[src/bsm_pkg.sv]
// Shared constants and the front-to-back command type of the box stacking block.
package bsm_pkg;
  localparam int unsigned MaxBoxesDef = 32;
  localparam int unsigned SideW       = 16;
  localparam int unsigned HeightW     = 23;
  localparam int unsigned WordW       = 3 * SideW;
  localparam logic [HeightW-1:0] HeightMax = {HeightW{1'b1}};

  // One accepted box, classified by the front end.
  typedef struct packed {
    logic [SideW-1:0] side_a;
    logic [SideW-1:0] side_b;
    logic [SideW-1:0] side_c;
    logic             store;  // box fits, keep it
    logic             last;   // close the set and compute
    logic             ovf;    // some box of this set was dropped
  } bsm_cmd_t;
endpackage

[src/bsm_front.sv]
// Front end: accepts boxes, checks capacity, tracks the overflow flag per set.
module bsm_front import bsm_pkg::*; #(
  parameter int unsigned MAX_BOXES = MaxBoxesDef
) (
  input  logic             clk_i,
  input  logic             rst_ni,
  input  logic             in_valid_i,
  output logic             in_ready_o,
  input  logic [SideW-1:0] side_a_i,
  input  logic [SideW-1:0] side_b_i,
  input  logic [SideW-1:0] side_c_i,
  input  logic             last_box_i,
  output logic             cmd_valid_o,
  input  logic             cmd_ready_i,
  output bsm_cmd_t         cmd_o
);
  localparam int unsigned BoxCntW = $clog2(MAX_BOXES + 1);
  localparam logic [BoxCntW-1:0] BoxLimit = BoxCntW'(MAX_BOXES);

  logic [BoxCntW-1:0] box_cnt_q, box_cnt_d;
  logic               ovf_q, ovf_d;
  logic               fits, take;

  assign in_ready_o  = cmd_ready_i;
  assign cmd_valid_o = in_valid_i;
  assign take        = in_valid_i && cmd_ready_i;
  assign fits        = box_cnt_q < BoxLimit;

  always_comb begin
    cmd_o.side_a = side_a_i;
    cmd_o.side_b = side_b_i;
    cmd_o.side_c = side_c_i;
    cmd_o.store  = fits;
    cmd_o.last   = last_box_i;
    cmd_o.ovf    = ovf_q || !fits;
    box_cnt_d    = box_cnt_q;
    ovf_d        = ovf_q;
    if (take) begin
      if (last_box_i) begin
        box_cnt_d = '0;
        ovf_d     = 1'b0;
      end else if (fits) begin
        box_cnt_d = box_cnt_q + 1'b1;
      end else begin
        ovf_d = 1'b1;
      end
    end
  end

  always_ff @(posedge clk_i or negedge rst_ni) begin
    if (!rst_ni) begin
      box_cnt_q <= '0;
      ovf_q     <= 1'b0;
    end else begin
      box_cnt_q <= box_cnt_d;
      ovf_q     <= ovf_d;
    end
  end
endmodule

[config.mk]
export PLATFORM = sky130hd
export DESIGN_NAME = bsm_front
export DESIGN_NICKNAME = d
export VERILOG_FILES = /design/src/bsm_pkg.sv /design/src/bsm_front.sv
export SDC_FILE = /design/constraint.sdc
export NUM_CORES = 1
export LEC_CHECK = 0
export ABC_AREA = 1
export BUFFER_PORTS_ARGS = -buffer_cell sky130_fd_sc_hd__buf_2
export CELL_PAD_IN_SITES_DETAIL_PLACEMENT = 1
export CELL_PAD_IN_SITES_GLOBAL_PLACEMENT = 1
export CORE_MARGIN = 4
export CORE_UTILIZATION = 16
export CTS_CLUSTER_DIAMETER = 150
export DETAILED_ROUTE_END_ITERATION = 10
export HOLD_SLACK_MARGIN = 0.15
export PLACE_DENSITY_LB_ADDON = 0.2
export SLEW_MARGIN = 20
export SYNTH_ARGS = -nofsm -noshare
export SYNTH_HDL_FRONTEND = slang
export SYNTH_SLANG_ARGS = --single-unit
[constraint.sdc]
create_clock -name clk_i -period 1 [get_ports clk_i]
set_input_delay 0.1 -clock clk_i [delete_from_list [all_inputs] [get_ports clk_i]]
set_output_delay 0.1 -clock clk_i [all_outputs]
set_load 0.05 [all_outputs]
; ---- After elaboration in Yosys (flattened, before gate mapping)
; Index checks and enable logic that the tools add are counted.
[word_totals]
ramBits = 0
latchBits = 0
out_inout_bits = 53
ff_bits = 7
memories = 0
elab_cells = 15
romBits = 0
[op_classes]
order_cmp = 1
reduce_logical = 6
add_sub_neg = 1
div = 0
n_mul = 0
bitwise = 0
n_eq_ne = 1
n_mux = 4
shift = 0
[op_table]
columns = operator, n
row1 = 6-bit two-way mux, 2
row2 = 6-bit by 1-bit adder with 6-bit output (second input constant), 1
row3 = 6-bit less-than comparator (second input constant), 1
row4 = 2-bit AND reduction, 2
row5 = 1-bit two-way mux, 2
row6 = 2-bit inequality test (second input constant), 1
row7 = 2-bit nonzero test, 1
row8 = 1-bit logical AND, 1
row9 = 1-bit logical NOT, 1
row10 = 1-bit logical OR, 1

; ---- Logic depth before layout (Yosys ltp)
[logic_depth]
ltp_word = 3
ltp_mapped = 6
depth_no_buf = 6

; ---- Least setup slack after synthesis
; No wires, ideal clock.
[synth_timing]
path_kind = register -> register
from = register box_cnt_q[0]
to = register box_cnt_q[4]
path_stages_with_launch = 6
setup_slack_ns = 0.012
setup_time_ns = 0.118
arrival_time_ns = 0.870
required_ns = 0.882
path_cell_list = dfrtp_1 ha_1 nand3_1 nand2_1 nand4_1 nand2_1
[synth_between]
elab_chain_len = 3
[synth_lines]
columns = element, line_no
row1 = from (decl), bsm_front.sv:20  ; logic [BoxCntW-1:0] box_cnt_q, box_cnt_d;
row2 = from (signal assigned), bsm_front.sv:55  ; box_cnt_q <= box_cnt_d;
row3 = 6-bit by 1-bit adder with 6-bit output or 6-bit less-than comparator (tied branches), "bsm_front.sv:43, bsm_front.sv:27"
row4 = 6-bit two-way mux or 2-bit nonzero test (tied branches), --
row5 = 6-bit two-way mux or 2-bit AND reduction (tied branches), --
; Several ways; a longest one is shown, not always the timed one. The select of a mux whose other input is x is not followed.
; A chain may end at the register's enable or synchronous reset.

==> qor.csv <==
stage,metric,value,unit
die,Die X,77.4,um
finish,Post-Layout Cell Count,117,
placement,I/O Buffers,9,
synthesis,post-synth top area share,50.7,%
grt,initial antenna violation count,0,
synthesis,Yosys cell types,16,
sta,normalized max-slew margin,81.9,%
sta,Clock Skew,0.00119,ns
hold_path,worst hold path type,input pin to primary output,
die,I/O Pins,106,
grt,Most Crowded Layer GR,met2,
die,Core ar.,4500,um^2
drt,Post-Route WL,1.42,mm
finish,P&R area growth vs syn,-16.3,%
grt,met2 Usage GRT,6.56,%
sta,final worst path period need,1.05,ns
grt,met3 usage,3.01,%
finish,Diodes inserted,0,
placement,placed cells,109,
sta,Worst Tran Pin Value,0.271,ns
grt,GRT Util Overall,5.00,%
finish,area of the multi-input gates,213,um^2
drt,initial drt markers,7,
grt,overflow left after global routing,0,
clock_tree,"Clk pin slew, worst setup/hold paths",0.04,ns
drt,drt pass-1 iters,4,
synthesis,Synth Area in Simple Gates,15.9,%
synthesis,post-synthesis xor/xnor area fraction,1.14,%
critical_path,Critical-path top delay cell,dfrtp_2,
synthesis,compound-cell area share of the yosys netlist,4.39,%
sta,Tcrit/Tclk final,105,%
synthesis,Yosys reg bits,7,
drt,drt via density,3.62,
clock_tree,CTS tree,done,
synthesis,mux contribution to synthesized area,0,%
placement,global placement routability congestion,0.635,
synthesis,Synth Area in Adders,1.63,%
synthesis,largest family of logic cells by synthesized area,buffers and inverters,
die,Initial Utilization,17.1,%
synthesis,post-synth top area cell,buf_4,
clock_tree,CTS buffer count,3,
die,die height,77.4,um
die,Die ar.,5980,um^2
synthesis,Ys Warns,0,
synthesis,cell area after synthesis,769,um^2
clock_tree,clk_lat worst skew,0.23,ns
drt,final routed DRC violation total,0,
synthesis,Mapped Nets,151,
sta,Peak Freq,954,MHz
power,P_leak,0.302,nW
sta,max-slew violation count,0,
critical_path,CP Max Fanout,4,
sta,final setup vio count,3,
sta,Hold WS,0.200,ns
drt,wire per inst,12.2,um
sta,final hold vios,0,
finish,Final Net Count,120,
grt,vias in the first global route,473,
synthesis,post-synthesis sequential area ratio,22.8,%
drt,Routed Antenna Nets,0,
clock_tree,H-Tree Depth,1,
power,PD cells,1400,nW/um^2
synthesis,largest cells by area after synthesis,"buf_4, dfrtp_1, nand2_1",
clock_tree,deepest clock path buffer count,2,
sta,unrepaired setup endpoints after global routing,true,
synthesis,Mapped Avg Cell Area,7.93,um^2
finish,Filler cells,543,
critical_path,Worst setup EP type,primary output,
critical_path,Max stage delay on crit path,0.44,ns
finish,sequential cell area,176,um^2
critical_path,crit path cell chain,inv_2 > nand2_2 > buf_6,
grt,first-pass GRT wire length,2.34,mm
clock_tree,CTS Root Cell,clkbuf_8,
status,status,"finished, violations left",
critical_path,Critical Path Start Type,flop,
die,standard-cell rows,24,
status,failing checks,setup timing,
critical_path,Setup CP Type,flop to primary output,
placement,DP Area,512,um^2
synthesis,Cells after Synth,97,
run,Max Cap Violations,0,
clock_tree,CTS sink count,7,
drt,Via Count,423,
power,VDD IR max,0.321,mV
sta,fin worst setup slack,-0.0484,ns
critical_path,critical path data required time,0.90,ns
grt,GR Util met1,5.85,%
grt,pin count of the biggest net entering global routing,8,
critical_path,"Arr. time, crit path",0.95,ns
placement,hpwl dp,1.11,mm
finish,layout cells sized above 1,46.2,%
finish,cell area after layout,644,um^2
-- final cells by class --
type | count | area share (%)
clock buffer | 4 | 6.99
inverter | 7 | 4.08
multi-input combinational | 31 | 33.0
sequential | 7 | 27.4
tap | 52 | 10.1
timing repair buffer | 16 | 18.4
-- state kept, by name, indices dropped and copies added, names as in the netlist --
register and cells:
ovf_q 1, box_cnt_q 6
-- through the flow --
stage          util, %  TNS, ns  power, mW  setup WS [ns]
5_1_grt           14.3   -0.329      0.977         -0.115
6_report          14.3   -0.104      0.902        -0.0484
3_3_place_gp      11.4  -0.0303      0.464        -0.0303
2_1_floorplan        -        0      0.926         0.0120
4_1_cts           13.5   -0.177      0.890        -0.0671
3_5_place_dp      11.4  -0.0110      0.462        -0.0110
-- worst paths after layout --
check                        startpoint      endpoint  slack [ns]  depth (start not counted)
max in group asynchronous        rst_ni  box_cnt_q[5]        0.55                          2
max reg2reg                box_cnt_q[5]  box_cnt_q[5]       -0.01                          6
max                        box_cnt_q[5]      cmd_o[0]       -0.05                          3
min                         side_c_i[7]     cmd_o[10]        0.20                          0
min in group asynchronous        rst_ni  box_cnt_q[3]        0.26                          2
min reg2reg                box_cnt_q[4]  box_cnt_q[4]        0.54                          2
-- power breakdown --
part	internal (mW)	leakage, nW	switching [mW]
sequential	0.303	0.0941	0.0296
clock	0.276	0.0228	0.129
combinational	0.0746	0.185	0.0896
-- synthesized netlist by cell type, drive strengths merged --
master / number
a21oi: 1
buf: 52
nor2: 1
xnor2: 1
dfrtp: 7
inv: 7
nand3: 4
ha: 1
nand4: 4
o21ai: 2
nand2: 16
a22oi: 1
-- logic make-up (layout without fill, tap and decap cells) --
family / count (synthesis) / in the layout
xor+xnor: 1 / 1
fa+ha+maj: 1 / 1
simple gates: 25 / 25
compound gates: 4 / 4
flops: 7 / 7
buf+inv: 59 / 27
-- placed cells by master (no fill, tap or decap), drive strengths merged --
master,count
nand2,16
buf,14
dfrtp,7
inv,7
nand4,4
clkbuf,4
nand3,4
o21ai,2
dlygate4sd3,2
a21oi,1
nor2,1
a22oi,1
xnor2,1
ha,1
-- routing by layer --
metal	share of wire, %	routed length, um	vias to the layer above
met2	43	609	26
met5	0	0	-
li1	-	-	189
met3	16	226	6
met4	1.6	23	0
met1	40	565	202
-- critical path, delay by kind of cell (launching register included) --
kind	cells	cell delay, ns
DFF	1	0.44
and+or+nand+nor	1	0.05
buffers and inverters	2	0.24
-- repair_timing --
action | in CTS | in global routing
pin swaps | 2 | 4
hold buffers | 2 | 0
gates resized for setup | 7 | 6
setup buffers | 1 | 1
cloned | 0 | 0
setup endpoints to repair | 8 | 8
endpoints found under the hold margin | 8 | 0
Power figures use the tool's default switching activity.
