<file path="src/bsm_pkg.sv">
// Shared constants and the front-to-back command type of the box stacking block.
package bsm_pkg;
  localparam int unsigned MaxBoxesDef = 32;
  localparam int unsigned SideW       = 16;
  localparam int unsigned HeightW     = 23;
  localparam int unsigned WordW       = 3 * SideW;
  localparam logic [HeightW-1:0] HeightMax = {HeightW{1'b1}};

  // One accepted box, classified by the front end.
  typedef struct packed {
    logic [SideW-1:0] side_a;
    logic [SideW-1:0] side_b;
    logic [SideW-1:0] side_c;
    logic             store;  // box fits, keep it
    logic             last;   // close the set and compute
    logic             ovf;    // some box of this set was dropped
  } bsm_cmd_t;
endpackage

</file>
<file path="src/bsm_fifo.sv">
// Two-entry command queue between the front end and the back end.
module bsm_fifo import bsm_pkg::*; (
  input  logic     clk_i,
  input  logic     rst_ni,
  input  logic     push_valid_i,
  output logic     push_ready_o,
  input  bsm_cmd_t push_data_i,
  output logic     pop_valid_o,
  input  logic     pop_ready_i,
  output bsm_cmd_t pop_data_o
);
  bsm_cmd_t   data_q [2];
  logic       wptr_q, rptr_q;
  logic [1:0] cnt_q;
  logic       push, pop;

  assign push_ready_o = cnt_q != 2'd2;
  assign pop_valid_o  = cnt_q != 2'd0;
  assign pop_data_o   = data_q[rptr_q];
  assign push         = push_valid_i && push_ready_o;
  assign pop          = pop_valid_o && pop_ready_i;

  always_ff @(posedge clk_i) begin
    if (push) data_q[wptr_q] <= push_data_i;
  end

  always_ff @(posedge clk_i or negedge rst_ni) begin
    if (!rst_ni) begin
      wptr_q <= 1'b0;
      rptr_q <= 1'b0;
      cnt_q  <= 2'd0;
    end else begin
      if (push) wptr_q <= !wptr_q;
      if (pop)  rptr_q <= !rptr_q;
      cnt_q <= cnt_q + {1'b0, push} - {1'b0, pop};
    end
  end
endmodule

</file>
<file path="config.mk">
export PLATFORM = sky130hd
export DESIGN_NAME = bsm_fifo
export DESIGN_NICKNAME = d
export VERILOG_FILES = /design/src/bsm_pkg.sv /design/src/bsm_fifo.sv
export SDC_FILE = /design/constraint.sdc
export NUM_CORES = 1
export LEC_CHECK = 0
export BUFFER_PORTS_ARGS = -buffer_cell sky130_fd_sc_hd__buf_2
export CAP_MARGIN = 20
export CORE_UTILIZATION = 45
export CTS_BUF_LIST = sky130_fd_sc_hd__clkbuf_16
export DETAILED_ROUTE_END_ITERATION = 8
export PLACE_DENSITY = 0.75
export SETUP_SLACK_MARGIN = 0.3
export SLEW_MARGIN = 15
export SYNTH_ARGS = -nofsm -noshare
export SYNTH_HDL_FRONTEND = slang
export SYNTH_SLANG_ARGS = --single-unit
</file>
<file path="constraint.sdc">
create_clock -name clk_i -period 5.4 [get_ports clk_i]
set_clock_uncertainty 0.1 [all_clocks]
set_input_delay 0.54 -clock clk_i [delete_from_list [all_inputs] [get_ports clk_i]]
set_output_delay 0.54 -clock clk_i [all_outputs]
set_load 0.02 [all_outputs]
</file>
Yosys cells after proc, flatten, opt, wreduce, memory -nomap -nowiden
Memories as Yosys holds them, arrays and structs flattened.
Index checks and enable logic that the tools add are counted.
Widths: inputs -> output; s select.
{"block": "word_totals", "mem_bits_rw": 102, "out_inout_bits": 53, "register_bits": 4, "input_bits": 55, "memories": 1, "wordCells": 14}
{"block": "op_classes", "n_addsub": 2, "reduce_logical": 5, "mux": 2, "eq_ne": 1}
{"memory": "data_q", "words": 2, "word_bits": 51, "rd": 1, "rd_clocked_by_memory_dff": 0, "wr": 1, "line_no": "bsm_fifo.sv:12", "source": "bsm_cmd_t data_q [2];"}
{"cell": "$add 2x1->2", "count": 1}
{"cell": "$logic_and 1x1->1", "count": 2}
{"cell": "$logic_not 1->1", "count": 2}
{"cell": "$mux 1", "count": 2}
{"cell": "$ne 2x2->1 const B", "count": 1}
{"cell": "$reduce_bool 2->1", "count": 1}
{"cell": "$sub 2x1->2", "count": 1}

Depth between registers and ports, before layout
Gate-level depths: netlist of the first run.
{"block": "depth", "word_depth": 4, "ltp_mapped": 5, "depth_no_buf": 5}

Worst setup path before layout of the first run
Ideal clock, no wire load.
{"block": "synth_timing", "path_type": "register to register", "from": "reg cnt_q[0]", "to": "mem data_q[0][0] (netlist name) (enable)", "setup_ns": 0.460, "path_stages_with_launch": 4, "arrival_time_ns": 2.945, "n_path_buf": 0, "slack_ns": 1.895, "required_ns": 4.840, "path_cell_list": "dfrtp_1 nand2b_1 nand2_1 nor2_1"}
{"block": "synth_via", "elab_chain_cells": 4}
{"item": "start, declared", "line_no": "bsm_fifo.sv:14", "source": "logic [1:0] cnt_q;"}
{"item": "start signal, assigned", "line_no": "bsm_fifo.sv:35", "source": "cnt_q <= cnt_q + {1'b0, push} - {1'b0, pop};"}
{"item": "$ne 2x2->1", "line_no": "bsm_fifo.sv:17", "source": "assign push_ready_o = cnt_q != 2'd2;"}
{"item": "net push_ready_o", "line_no": "bsm_fifo.sv:6", "source": "output logic push_ready_o,"}
{"item": "$logic_and 1x1->1", "line_no": "bsm_fifo.sv:20", "source": "assign push = push_valid_i && push_ready_o;"}
{"item": "$mux 1", "line_no": "bsm_fifo.sv:24", "source": "if (push) data_q[wptr_q] <= push_data_i;"}
{"item": "$mux 1 (not written as such)", "line_no": "bsm_fifo.sv:24"}
{"item": "end, declared", "line_no": "bsm_fifo.sv:12"}
The timed path passes the listed nets, and every way through them passes these cells.

==> results of run 1 <==
-- power groups by stage --
stage          logic [uW]  registers [uW]  clock network [uW]
2_1_floorplan         649            1180                   0
3_3_place_gp          827            1260                   0
3_5_place_dp          888            1240                   0
4_1_cts               894            1220                 651
5_1_grt               944            1230                 679
6_report              875            1210                 634
-- synth_stat cells --
master,number,area [um^2]
o21ba_2,1,10.0
edfxtp_1,102,3060
and4bb_1,1,12.5
and2b_2,1,8.76
or2_2,1,6.26
ha_1,1,12.5
a311oi_2,1,15.0
dfrtp_1,4,100
nand2_1,2,7.51
nand3_1,1,5.00
nand2b_1,1,6.26
buf_2,6,30.0
xnor2_1,3,26.3
mux2_2,51,574
and3_2,1,7.51
nor2_1,3,11.3
o21ai_0,1,5.00
-- critical path, cell delays in order, from the launching register on --
cell	delay, ps
dfrtp_2	770
buf_12	270
mux2_2	370
buf_2	160
-- cell type report --
class / count / area share, %
Sequential cell: 106 / 64.8
Multi-Input combinational cell: 69 / 14.6
Timing Repair Buffer: 111 / 11.9
Clock buffer: 9 / 4.61
Tap cell: 105 / 2.69
Clock inverter: 7 / 1.41
-- layer usage --
layer  vias to the layer above  GRT usage [%]  routed length, um
met5                         -              0                  0
met4                         0           6.44                 95
met3                         9           3.67                325
met2                        66           24.4               3220
met1                      1002           16.8               2710
li1                        946              -                  -
-- logic make-up (layout without fill, tap and decap cells) --
logic type / Yosys count / in the layout / synth area share (%)
AND/OR/NAND/NOR: 11 / 11 / 1.67
adder cells (fa/ha/maj): 1 / 1 / 0.321
AO/OA/AOI/OAI: 3 / 3 / 0.769
XOR/XNOR: 3 / 3 / 0.674
flip-flops: 106 / 106 / 81.1
multiplexers: 51 / 51 / 14.7
buffers and inverters: 6 / 127 / 0.770
-- what timing repair did --
action,4_1_cts,5_1_grt
hold buffers,1,0
endpoints found under the hold margin,4,0
setup buffers,0,0
-- stage by stage --
stage,cell area (um^2),hold slack (ps),power [uW],utilization [%],setup slack [ps]
floorplan,3900,144,1830,-,1900
finish,4890,287,2720,58.9,2830
detailed placement,4580,254,2120,55.2,3010
CTS,4890,274,2760,58.9,2790
global placement,4560,249,2090,55.0,2960
global route,4890,268,2860,58.9,2730
-- registers in the layout, summed over array words and instances (netlist names) --
register  flops
cnt_q         2
wptr_q        1
data_q      102
rptr_q        1
-- path summary, 6_finish.rpt --
check,startpoint,to,slack [ps],cells past startpoint
min in group asynchronous,rst_ni,cnt_q[0]$_DFF_PN0_,460,2
worst max register to register,cnt_q[0]$_DFF_PN0_,data_q[0][43]$_DFFE_PP_,3150,4
worst min-delay path,push_data_i[45],data_q[1][45]$_DFFE_PP_,290,1
worst min register to register,wptr_q$_DFFE_PN0P_,wptr_q$_DFFE_PN0P_,460,1
max in group asynchronous,rst_ni,rptr_q$_DFFE_PN0P_,4610,2
worst max-delay path,rptr_q$_DFFE_PN0P_,pop_data_o[0],2830,3
==> impl_metrics.prom, run 1 <==
# TYPE chip_impl_metric gauge
chip_impl_info{name="worstSetupStartpointType",value="register"} 1
chip_impl_info{name="most_common_cell_after_layout_fill_and_taps_aside",value="buf_2"} 1
chip_impl_metric{name="fraction_of_layout_cells_with_a_size_suffix_above_1",unit="%"} 60.3
chip_impl_metric{name="nNetsFinal",unit=""} 353
chip_impl_metric{name="io_buffer_count",unit=""} 107
chip_impl_info{name="tritoncts",value="done"} 1
chip_impl_metric{name="setup_viol_count_final",unit=""} 0
chip_impl_metric{name="final-instance-count-excl-fill",unit=""} 407
chip_impl_metric{name="cts_inserted_buffers",unit=""} 9
chip_impl_metric{name="ant_nets",unit=""} 0
chip_impl_metric{name="clock_tree.buffer_depth",unit=""} 2
chip_impl_metric{name="clk_network_pwr_share",unit="%"} 23.3
chip_impl_metric{name="first_global_vias",unit=""} 1959
chip_impl_metric{name="final_hold_viol_count",unit=""} 0
chip_impl_metric{name="die_x",unit="um"} 95.1
chip_impl_metric{name="power.internal",unit="uW"} 1850
chip_impl_metric{name="routed_via_density",unit=""} 4.97
chip_impl_metric{name="timing.final.max_slew_violations",unit=""} 0
chip_impl_metric{name="pwr-share-comb",unit="%"} 32.1
chip_impl_metric{name="cts.sink_count",unit=""} 106
chip_impl_metric{name="globalRoute.totalOverflow",unit=""} 0
chip_impl_metric{name="full_die_area",unit="um^2"} 9050
chip_impl_metric{name="worstMarginPinSlew",unit="ps"} 717
chip_impl_metric{name="htree_num_levels",unit=""} 3
chip_impl_metric{name="clock.fmax",unit="MHz"} 390
chip_impl_metric{name="synth_seq_area_share",unit="%"} 81.1
chip_impl_metric{name="synth.cell_area",unit="um^2"} 3900
chip_impl_metric{name="pin_count_of_the_biggest_net_entering_global_routing",unit=""} 28
chip_impl_info{name="layout.cells.most_common_list",value="107 x buf_2, 102 x edfxtp_1, 51 x mux2_2"} 1
chip_impl_info{name="end_kind",value="output port"} 1
chip_impl_metric{name="power_per_cell_area",unit="nW/um^2"} 557
chip_impl_metric{name="finalWeightedCongestion",unit=""} 0.696
chip_impl_metric{name="ctsResizeCount",unit=""} 0
chip_impl_metric{name="multi_input_area",unit="um^2"} 716
chip_impl_metric{name="seq_power_share",unit="%"} 44.6
chip_impl_metric{name="period_minus_slack",unit="ps"} 2570
chip_impl_metric{name="flow.area_growth_from_synthesis",unit="%"} 25.2
chip_impl_metric{name="timing.critical_path.fanout_max",unit=""} 27
chip_impl_metric{name="yosys_register_bits",unit=""} 106
chip_impl_metric{name="layout.filler_cells",unit=""} 657
chip_impl_metric{name="power.share.switching",unit="%"} 32.1
chip_impl_metric{name="syn-instance-count",unit=""} 181
chip_impl_metric{name="number_of_standard_cell_rows_in_the_floorplan",unit=""} 33
chip_impl_metric{name="clk_latency",unit="ps"} 330
chip_impl_metric{name="arrival",unit="ps"} 1930
chip_impl_metric{name="io_pins",unit=""} 108
chip_impl_metric{name="dieHeight",unit="um"} 95.1
chip_impl_metric{name="number_of_antenna_violations_at_the_first_check_in_global_routing",unit=""} 0
chip_impl_info{name="hold_class",value="in2reg"} 1
chip_impl_metric{name="drcViolationCount",unit=""} 0
chip_impl_metric{name="irDropWorstVdd",unit="V"} 0.000238
chip_impl_metric{name="leakage_power",unit="uW"} 0.00184
chip_impl_metric{name="cts.clk_slew.worst_paths",unit="ps"} 70
chip_impl_metric{name="mappedNetlistNets",unit=""} 237
chip_impl_info{name="critPathKind",value="reg2out"} 1
chip_impl_metric{name="num_antenna_cells",unit=""} 0
chip_impl_metric{name="yosysWarningCount",unit=""} 0
chip_impl_metric{name="worst_ep_required",unit="ps"} 4760
chip_impl_metric{name="syn_avg_cell_area",unit="um^2"} 21.6
chip_impl_metric{name="synthDistinctLibCells",unit=""} 17
chip_impl_metric{name="initialDrtViolationCount",unit=""} 49
chip_impl_info{name="cts-root-buf",value="clkbuf_16"} 1
chip_impl_metric{name="p_sw",unit="uW"} 873
chip_impl_metric{name="place.detailed.instances",unit=""} 390
chip_impl_metric{name="finalCritPeriodShare",unit="%"} 47.5
chip_impl_metric{name="max-cap-violations",unit=""} 0
chip_impl_metric{name="grtUsageTotal",unit="%"} 14.2
chip_impl_metric{name="fin_setup_tns",unit="ps"} 0
chip_impl_metric{name="wl_per_cell",unit="um"} 15.6
chip_impl_metric{name="core-area",unit="um^2"} 8300
chip_impl_metric{name="regArea",unit="um^2"} 3160
chip_impl_metric{name="drt-pass1-iter-count",unit=""} 4
chip_impl_metric{name="slew-limit-headroom",unit="%"} 52.1
chip_impl_info{name="grt_setup_unrepaired",value="no"} 1
chip_impl_metric{name="grt_first_pass_wirelength",unit="um"} 9360
chip_impl_metric{name="routed_wirelength",unit="um"} 6350
chip_impl_info{name="outcome",value="finished, final reports clean"} 1
chip_impl_metric{name="vias",unit=""} 2023
chip_impl_metric{name="initial_utilization",unit="%"} 47.0
chip_impl_metric{name="place.detailed.hpwl",unit="um"} 4200
No activity file was read; power rests on OpenSTA's default activity.
==> run 2, diff against run 1 <==
--- a/config.mk
+++ b/config.mk
@@ -5,6 +5,7 @@
 export SDC_FILE = /design/constraint.sdc
 export NUM_CORES = 1
 export LEC_CHECK = 0
+export ABC_AREA = 1
 export BUFFER_PORTS_ARGS = -buffer_cell sky130_fd_sc_hd__buf_2
 export CAP_MARGIN = 20
 export CORE_UTILIZATION = 45
==> constraint.sdc (replaced) <==
create_clock -name clk_i -period 2.4 [get_ports clk_i]
set_clock_uncertainty 0.1 [all_clocks]
set_input_delay 0.24 -clock clk_i [delete_from_list [all_inputs] [get_ports clk_i]]
set_output_delay 0.24 -clock clk_i [all_outputs]
set_load 0.02 [all_outputs]
==> impl_metrics.prom, run 2 <==
# TYPE chip_impl_metric gauge
chip_impl_metric{name="grt_first_pass_wirelength",unit="um"} 12000
chip_impl_metric{name="synthDistinctLibCells",unit=""} 17
chip_impl_metric{name="wl_per_cell",unit="um"} 13.5
chip_impl_metric{name="finalCritPeriodShare",unit="%"} 82.2
chip_impl_metric{name="io_buffer_count",unit=""} 107
chip_impl_metric{name="clock_tree.buffer_depth",unit=""} 2
chip_impl_metric{name="seq_power_share",unit="%"} 42.6
chip_impl_metric{name="number_of_antenna_violations_at_the_first_check_in_global_routing",unit=""} 0
chip_impl_info{name="largest_register",value="data_q"} 1
chip_impl_info{name="hold_class",value="in2reg"} 1
chip_impl_metric{name="finalPower",unit="uW"} 6350
chip_impl_metric{name="finalWeightedCongestion",unit=""} 0.667
chip_impl_metric{name="largest_register_ffs",unit=""} 102
chip_impl_metric{name="final-instance-count-excl-fill",unit=""} 568
chip_impl_metric{name="initial_utilization",unit="%"} 47.3
chip_impl_metric{name="clk_latency",unit="ps"} 330
chip_impl_metric{name="worst_ep_required",unit="ps"} 2060
chip_impl_metric{name="setup_viol_count_final",unit=""} 0
chip_impl_metric{name="place.detailed.hpwl",unit="um"} 4570
chip_impl_info{name="end_kind",value="output port"} 1
chip_impl_metric{name="mappedNetlistNets",unit=""} 354
chip_impl_metric{name="max-cap-violations",unit=""} 0
chip_impl_metric{name="globalRoute.totalOverflow",unit=""} 0
chip_impl_metric{name="core-area",unit="um^2"} 8380
chip_impl_metric{name="clk_network_pwr_share",unit="%"} 20.6
chip_impl_metric{name="pwr-share-comb",unit="%"} 36.8
chip_impl_metric{name="clock.fmax",unit="MHz"} 507
chip_impl_metric{name="ant_nets",unit=""} 0
chip_impl_metric{name="cts.sink_count",unit=""} 106
chip_impl_metric{name="synth_top_cell_area_share",unit="%"} 77.2
chip_impl_metric{name="timing.final.max_slew_violations",unit=""} 0
chip_impl_metric{name="p_sw",unit="uW"} 2410
chip_impl_metric{name="full_die_area",unit="um^2"} 9190
chip_impl_metric{name="routed_via_density",unit=""} 4.66
chip_impl_metric{name="period_minus_slack",unit="ps"} 1970
chip_impl_metric{name="power.share.switching",unit="%"} 38.0
chip_impl_metric{name="final_hold_viol_count",unit=""} 0
chip_impl_metric{name="nNetsFinal",unit=""} 514
chip_impl_metric{name="vias",unit=""} 2646
chip_impl_metric{name="timing.critical_path.fanout_max",unit=""} 33
chip_impl_info{name="reg.largest.list",value="data_q (102), cnt_q (2)"} 1
chip_impl_info{name="cts-root-buf",value="clkbuf_16"} 1
chip_impl_metric{name="flow.area_growth_from_synthesis",unit="%"} 35.5
chip_impl_metric{name="routed_wirelength",unit="um"} 7660
chip_impl_metric{name="number_of_synthesized_flops_with_an_enable_pin",unit=""} 102
chip_impl_metric{name="power_per_cell_area",unit="nW/um^2"} 1180
chip_impl_metric{name="irDropWorstVdd",unit="V"} 0.000557
chip_impl_metric{name="htree_num_levels",unit=""} 3
chip_impl_metric{name="number_of_standard_cell_rows_in_the_floorplan",unit=""} 33
chip_impl_metric{name="post_cts.repair.setup_buffers",unit=""} 0
chip_impl_metric{name="fin_setup_tns",unit="ps"} 0
chip_impl_metric{name="drcViolationCount",unit=""} 0
chip_impl_metric{name="layout.filler_cells",unit=""} 646
chip_impl_metric{name="drt-pass1-iter-count",unit=""} 5
chip_impl_info{name="predominant_post_synthesis_flop_cell",value="edfxtp_1"} 1
chip_impl_info{name="yosys.area.top_type",value="edfxtp_1"} 1
chip_impl_metric{name="num_antenna_cells",unit=""} 0
chip_impl_info{name="worstSetupStartpointType",value="register"} 1
chip_impl_metric{name="pin_count_of_the_biggest_net_entering_global_routing",unit=""} 53
chip_impl_metric{name="slew-limit-headroom",unit="%"} 74.5
chip_impl_metric{name="worstMarginPinSlew",unit="ps"} 382
chip_impl_info{name="most_used_standard_cell_by_instance_count_after_synthesis",value="nand2_1"} 1
chip_impl_metric{name="regArea",unit="um^2"} 3170
chip_impl_metric{name="syn-instance-count",unit=""} 298
chip_impl_info{name="grt_setup_unrepaired",value="no"} 1
chip_impl_info{name="synthTopCellsByCount",value="160 x nand2_1, 102 x edfxtp_1, 7 x inv_1"} 1
chip_impl_metric{name="power.internal",unit="uW"} 3940
chip_impl_info{name="layout.cells.most_common_list",value="160 x nand2_1, 107 x buf_2, 102 x edfxtp_1"} 1
chip_impl_metric{name="synth_seq_area_share",unit="%"} 79.8
chip_impl_metric{name="leakage_power",unit="uW"} 0.00233
chip_impl_metric{name="dieHeight",unit="um"} 95.9
chip_impl_metric{name="io_pins",unit=""} 108
chip_impl_metric{name="syn_avg_cell_area",unit="um^2"} 13.3
chip_impl_metric{name="synth.cell_area",unit="um^2"} 3970
chip_impl_metric{name="first_global_vias",unit=""} 2625
chip_impl_metric{name="yosysWarningCount",unit=""} 0
chip_impl_info{name="outcome",value="finished, final reports clean"} 1
chip_impl_info{name="most_common_cell_after_layout_fill_and_taps_aside",value="nand2_1"} 1
chip_impl_metric{name="multi_input_area",unit="um^2"} 693
chip_impl_info{name="synth.area.top_cells",value="edfxtp_1 77%, nand2_1 15%, dfrtp_1 2.5%"} 1
chip_impl_metric{name="async_set_or_reset_register_ratio_after_synthesis",unit="%"} 3.77
chip_impl_metric{name="grtUsageTotal",unit="%"} 17.9
chip_impl_metric{name="yosys_register_bits",unit=""} 106
chip_impl_metric{name="fraction_of_layout_cells_with_a_size_suffix_above_1",unit="%"} 28.1
chip_impl_metric{name="cts.clk_slew.worst_paths",unit="ps"} 70
chip_impl_metric{name="initialDrtViolationCount",unit=""} 131
chip_impl_metric{name="die_x",unit="um"} 95.9
chip_impl_metric{name="cts_inserted_buffers",unit=""} 9
chip_impl_info{name="tritoncts",value="done"} 1
chip_impl_metric{name="place.detailed.instances",unit=""} 503
chip_impl_info{name="critPathKind",value="reg2out"} 1
chip_impl_metric{name="arrival",unit="ps"} 1630
==> run 2: cell count changes after synthesis, moves of 3 or more <==
cell and delta:
nand2_1 +158, inv_1 +7, xnor2_1 -3, mux2_2 -51, buf_6 +5
==> run 2: critical path: stages, from the launching register on <==
cell,delay [ps]
dfrtp_4,580
buf_6,320
nand2_1,110
nand2_1,110
buf_2,170
==> run 2: cells by family after synthesis <==
kind of cell    share of synthesized area (%)
buf+inv                                  3.06
compound gates                          0.252
simple gates                             16.4
xor+xnor                                0.221
fa+ha+maj                               0.316
flops                                    79.8
==> run 2: metal layers <==
| metal | GRT usage (%) | vias to the layer above | part of all wire, % |
|---|---|---|---|
| li1 | - | 1316 | - |
| met1 | 21.7 | 1219 | 43 |
| met2 | 31.2 | 98 | 50 |
| met3 | 4.19 | 13 | 5.6 |
| met4 | 6.59 | 0 | 1.4 |
| met5 | 0 | - | 0 |
==> run 2: power by group through the flow <==
stage	registers [uW]	clock network, uW	logic (uW)
3_5_place_dp	2730	0	2280
6_report	2700	1310	2330
3_3_place_gp	2720	0	2240
5_1_grt	2750	1400	2590
4_1_cts	2700	1340	2350
2_1_floorplan	2660	0	1630
==> run 2: worst paths after layout <==
kind | slack (ps) | cells after the start | from | to
min in group asynchronous | 160 | 2 | rst_ni | cnt_q[0]$_DFF_PN0_
worst max-delay path | 430 | 4 | rptr_q$_DFFE_PN0P_ | pop_data_o[0]
worst min-delay path | 10 | 1 | push_data_i[19] | data_q[1][19]$_DFFE_PP_
max in group asynchronous | 1880 | 2 | rst_ni | rptr_q$_DFFE_PN0P_
worst max register to register | 830 | 4 | cnt_q[1]$_DFF_PN0_ | data_q[0][25]$_DFFE_PP_
worst min register to register | 460 | 1 | cnt_q[0]$_DFF_PN0_ | cnt_q[0]$_DFF_PN0_
==> run 2: layout make-up <==
cell class | count | share of cell area [%]
multi-input cells | 173 | 12.9
repair buffers | 160 | 20.0
flip-flops and latches | 106 | 59.0
inverters | 8 | 0.699
well taps | 105 | 2.45
clock buffers | 9 | 4.19
clock inverters | 7 | 0.839
==> run 2: repair_timing <==
item | 4_1_cts | 5_1_grt
resized for setup | 2 | 2
endpoints found under the hold margin | 98 | 1
setup endpoints to repair | 3 | 5
hold buffers | 48 | 1
==> run 2: through the flow <==
| stage | util [%] | worst slack (ps) | instance area [um^2] | hold slack (ps) |
|---|---|---|---|---|
| 4_1_cts | 63.9 | 364 | 5360 | 1.02 |
| 2_1_floorplan | - | 438 | 3980 | -156 |
| 3_3_place_gp | 54.9 | 667 | 4600 | -37.9 |
| 3_5_place_dp | 54.9 | 661 | 4600 | -34.3 |
| 5_1_grt | 64.1 | 336 | 5370 | 11.8 |
| 6_report | 64.1 | 427 | 5370 | 12.8 |
==> run 3, diff against run 2 <==
--- a/config.mk
+++ b/config.mk
@@ -11,7 +11,7 @@
 export CORE_UTILIZATION = 45
 export CTS_BUF_LIST = sky130_fd_sc_hd__clkbuf_16
 export DETAILED_ROUTE_END_ITERATION = 8
-export PLACE_DENSITY = 0.75
+export PLACE_DENSITY = 0.78
 export SETUP_SLACK_MARGIN = 0.3
 export SLEW_MARGIN = 15
 export SYNTH_ARGS = -nofsm -noshare
==> constraint.sdc (replaced) <==
create_clock -name clk_i -period 1.8 [get_ports clk_i]
set_clock_uncertainty 0.1 [all_clocks]
set_input_delay 0.18 -clock clk_i [delete_from_list [all_inputs] [get_ports clk_i]]
set_output_delay 0.18 -clock clk_i [all_outputs]
set_load 0.02 [all_outputs]
==> impl_metrics.prom, run 3 (synthesized netlist as in run 2, its figures left out) <==
# TYPE chip_impl_metric gauge
chip_impl_metric{name="crit_path_buffers_inverters",unit=""} 3
chip_impl_metric{name="place.detailed.hpwl",unit="um"} 4620
chip_impl_metric{name="worstMarginPinSlew",unit="ps"} 250
chip_impl_info{name="worst_r2r_startpoint",value="cnt_q[1]$_DFF_PN0_"} 1
chip_impl_metric{name="place.detailed.instances",unit=""} 504
chip_impl_metric{name="arrival",unit="ps"} 1400
chip_impl_metric{name="initialDrtViolationCount",unit=""} 111
chip_impl_metric{name="p_sw",unit="uW"} 4630
chip_impl_metric{name="finalPower",unit="uW"} 12000
chip_impl_info{name="critPathKind",value="reg2out"} 1
chip_impl_metric{name="drcViolationCount",unit=""} 0
chip_impl_metric{name="pwr-share-comb",unit="%"} 53.5
chip_impl_metric{name="number_of_standard_cell_rows_in_the_floorplan",unit=""} 33
chip_impl_metric{name="timing.critical_path.fanout_max",unit=""} 6
chip_impl_metric{name="worst_case_hold_slack",unit="ps"} 90.9
chip_impl_metric{name="period_minus_slack",unit="ps"} 1680
chip_impl_metric{name="regArea",unit="um^2"} 3170
chip_impl_info{name="tritoncts",value="done"} 1
chip_impl_metric{name="num_antenna_cells",unit=""} 0
chip_impl_metric{name="nNetsFinal",unit=""} 557
chip_impl_metric{name="cp_num_cells",unit=""} 5
chip_impl_metric{name="met3WireLength",unit="um"} 487
chip_impl_metric{name="grt_first_pass_wirelength",unit="um"} 14500
chip_impl_metric{name="slew-limit-headroom",unit="%"} 83.3
chip_impl_metric{name="clock.fmax",unit="MHz"} 595
chip_impl_metric{name="first_global_vias",unit=""} 2929
chip_impl_metric{name="worst_ep_required",unit="ps"} 1520
chip_impl_metric{name="fraction_of_layout_cells_with_a_size_suffix_above_1",unit="%"} 52.8
chip_impl_metric{name="initial_utilization",unit="%"} 47.3
chip_impl_metric{name="final-instance-count-excl-fill",unit=""} 611
chip_impl_metric{name="cts_inserted_buffers",unit=""} 9
chip_impl_metric{name="ant_nets",unit=""} 0
chip_impl_metric{name="clock_tree.buffer_depth",unit=""} 2
chip_impl_metric{name="core-area",unit="um^2"} 8380
chip_impl_metric{name="seq_power_share",unit="%"} 30.6
chip_impl_metric{name="pin_count_of_the_biggest_net_entering_global_routing",unit=""} 40
chip_impl_metric{name="largest_register_ffs",unit=""} 102
chip_impl_info{name="worstSetupStartpointType",value="register"} 1
chip_impl_metric{name="max-cap-violations",unit=""} 0
chip_impl_info{name="largest_register",value="data_q"} 1
chip_impl_info{name="cts-root-buf",value="clkbuf_16"} 1
chip_impl_metric{name="multi_input_area",unit="um^2"} 1050
chip_impl_info{name="crit_top_cell",value="nand2_1"} 1
chip_impl_info{name="reg2reg_to",value="data_q[1][27]$_DFFE_PP_"} 1
chip_impl_metric{name="irDropWorstVdd",unit="V"} 0.000920
chip_impl_metric{name="wl_per_cell",unit="um"} 18.9
chip_impl_metric{name="leakage_power",unit="uW"} 0.00288
chip_impl_metric{name="routed_via_density",unit=""} 5.06
chip_impl_metric{name="finalWeightedCongestion",unit=""} 0.787
chip_impl_metric{name="vias",unit=""} 3091
chip_impl_metric{name="power_per_cell_area",unit="nW/um^2"} 1760
chip_impl_metric{name="layout.filler_cells",unit=""} 440
chip_impl_metric{name="number_of_antenna_violations_at_the_first_check_in_global_routing",unit=""} 0
chip_impl_info{name="crit_start",value="rptr_q$_DFFE_PN0P_"} 1
chip_impl_metric{name="final_design_area_no_fill",unit="um^2"} 6790
chip_impl_metric{name="timing.final.max_slew_violations",unit=""} 0
chip_impl_metric{name="power.internal",unit="uW"} 7320
chip_impl_info{name="top_layer",value="met4"} 1
chip_impl_info{name="most_common_cell_after_layout_fill_and_taps_aside",value="edfxtp_1"} 1
chip_impl_metric{name="fin_setup_tns",unit="ps"} 0
chip_impl_metric{name="flow.area_growth_from_synthesis",unit="%"} 71.3
chip_impl_metric{name="die_x",unit="um"} 95.9
chip_impl_metric{name="post_route_m1_wl",unit="um"} 4560
chip_impl_metric{name="final_hold_viol_count",unit=""} 0
chip_impl_info{name="end_kind",value="output port"} 1
chip_impl_metric{name="full_die_area",unit="um^2"} 9190
chip_impl_info{name="critPathCapture",value="pop_data_o[48]"} 1
chip_impl_metric{name="setup_viol_count_final",unit=""} 0
chip_impl_metric{name="max_stage_delay",unit="ps"} 460
chip_impl_metric{name="globalRoute.totalOverflow",unit=""} 0
chip_impl_metric{name="clk_latency",unit="ps"} 340
chip_impl_metric{name="htree_num_levels",unit=""} 3
chip_impl_info{name="layout.cells.most_common_list",value="102 x edfxtp_1, 77 x nand2_1, 65 x nand2_2"} 1
chip_impl_info{name="top_cell_family_by_delay_on_the_critical_path",value="buffers and inverters"} 1
chip_impl_metric{name="io_buffer_count",unit=""} 107
chip_impl_metric{name="placement.cell_area",unit="um^2"} 4620
chip_impl_metric{name="worst-r2r-cell-count",unit=""} 5
chip_impl_info{name="hold_class",value="in2async"} 1
chip_impl_metric{name="clk_network_pwr_share",unit="%"} 15.9
chip_impl_metric{name="io_pins",unit=""} 108
chip_impl_metric{name="grtUsageTotal",unit="%"} 22.6
chip_impl_info{name="reg.largest.list",value="data_q (102), cnt_q (2)"} 1
chip_impl_metric{name="cts.sink_count",unit=""} 106
chip_impl_metric{name="cts.clk_slew.worst_paths",unit="ps"} 70
chip_impl_info{name="grt_setup_unrepaired",value="yes"} 1
chip_impl_metric{name="drt-pass1-iter-count",unit=""} 4
chip_impl_info{name="outcome",value="finished, final reports clean"} 1
chip_impl_metric{name="power.share.switching",unit="%"} 38.8
chip_impl_metric{name="met2RoutedLength",unit="um"} 6270
chip_impl_metric{name="finalCritPeriodShare",unit="%"} 93.4
chip_impl_info{name="crit_path_cell_trace",value="buf_12, clkbuf_16, nand2_1, nand2_1, buf_6"} 1
chip_impl_info{name="cp_slowest_cell",value="dfrtp_2"} 1
chip_impl_metric{name="routed_wirelength",unit="um"} 11500
chip_impl_metric{name="timing.reg2reg.setup_slack",unit="ps"} 160
chip_impl_metric{name="dieHeight",unit="um"} 95.9
[run 3: cell types whose count changed in the layout (fill, tap and decap cells not counted), sizes merged]
| cell | previous run | this run |
|---|---|---|
| inv | 9 | 16 |
| clkbuf | 9 | 17 |
| clkinv | 5 | 1 |
| buf | 111 | 140 |
| dlygate4sd3 | 49 | 52 |
[run 3: final cells by class]
class / instances / share of cell area, %
flip-flops and latches: 106 / 46.6
repair buffers: 200 / 30.1
multi-input cells: 173 / 15.5
clock buffers: 9 / 3.32
well taps: 105 / 1.93
clock inverters: 7 / 0.995
repair inverters: 3 / 0.829
inverters: 8 / 0.682
[run 3: worst min path at each step]
stage	endpoint	cells past startpoint	slack, ps
after floorplan	cnt_q[0]$_DFF_PN0_	0	-220
after global placement	cnt_q[0]$_DFF_PN0_	1	-110
after detailed placement	cnt_q[0]$_DFF_PN0_	1	-110
after CTS	cnt_q[1]$_DFF_PN0_	2	70
after global routing	cnt_q[1]$_DFF_PN0_	2	80
final	cnt_q[1]$_DFF_PN0_	2	90
[run 3: repair_timing]
action                                  4_1_cts  5_1_grt
gates resized for setup                      75      171
endpoints found under the hold margin       106        0
gates cloned                                  7       13
endpoints found under the setup margin       52      154
buffers inserted                              7       12
hold buffers                                 52        0
pin swaps                                    14       43
[run 3: power groups by stage]
stage | Combinational, uW | Clock, uW | Sequential (uW)
after global placement | 3100 | 0 | 3560
after CTS | 4420 | 1910 | 3580
after global routing | 6750 | 2020 | 3700
after detailed placement | 3150 | 0 | 3590
after floorplan | 2190 | 0 | 3550
final | 6400 | 1900 | 3660
[run 3: layer usage]
metal  up-vias  track usage, %
li1       1419               -
met1      1523            26.0
met3        23            4.58
met4         0            8.46
met5         -               0
met2       126            41.3
[run 3: per-stage QoR]
| step | setup WS, ps | util, % |
|---|---|---|
| after floorplan | -133 | - |
| after global placement | 311 | 55.2 |
| after detailed placement | 217 | 55.2 |
| after CTS | 151 | 70.2 |
| after global routing | 85.1 | 81.0 |
| final | 119 | 81.0 |
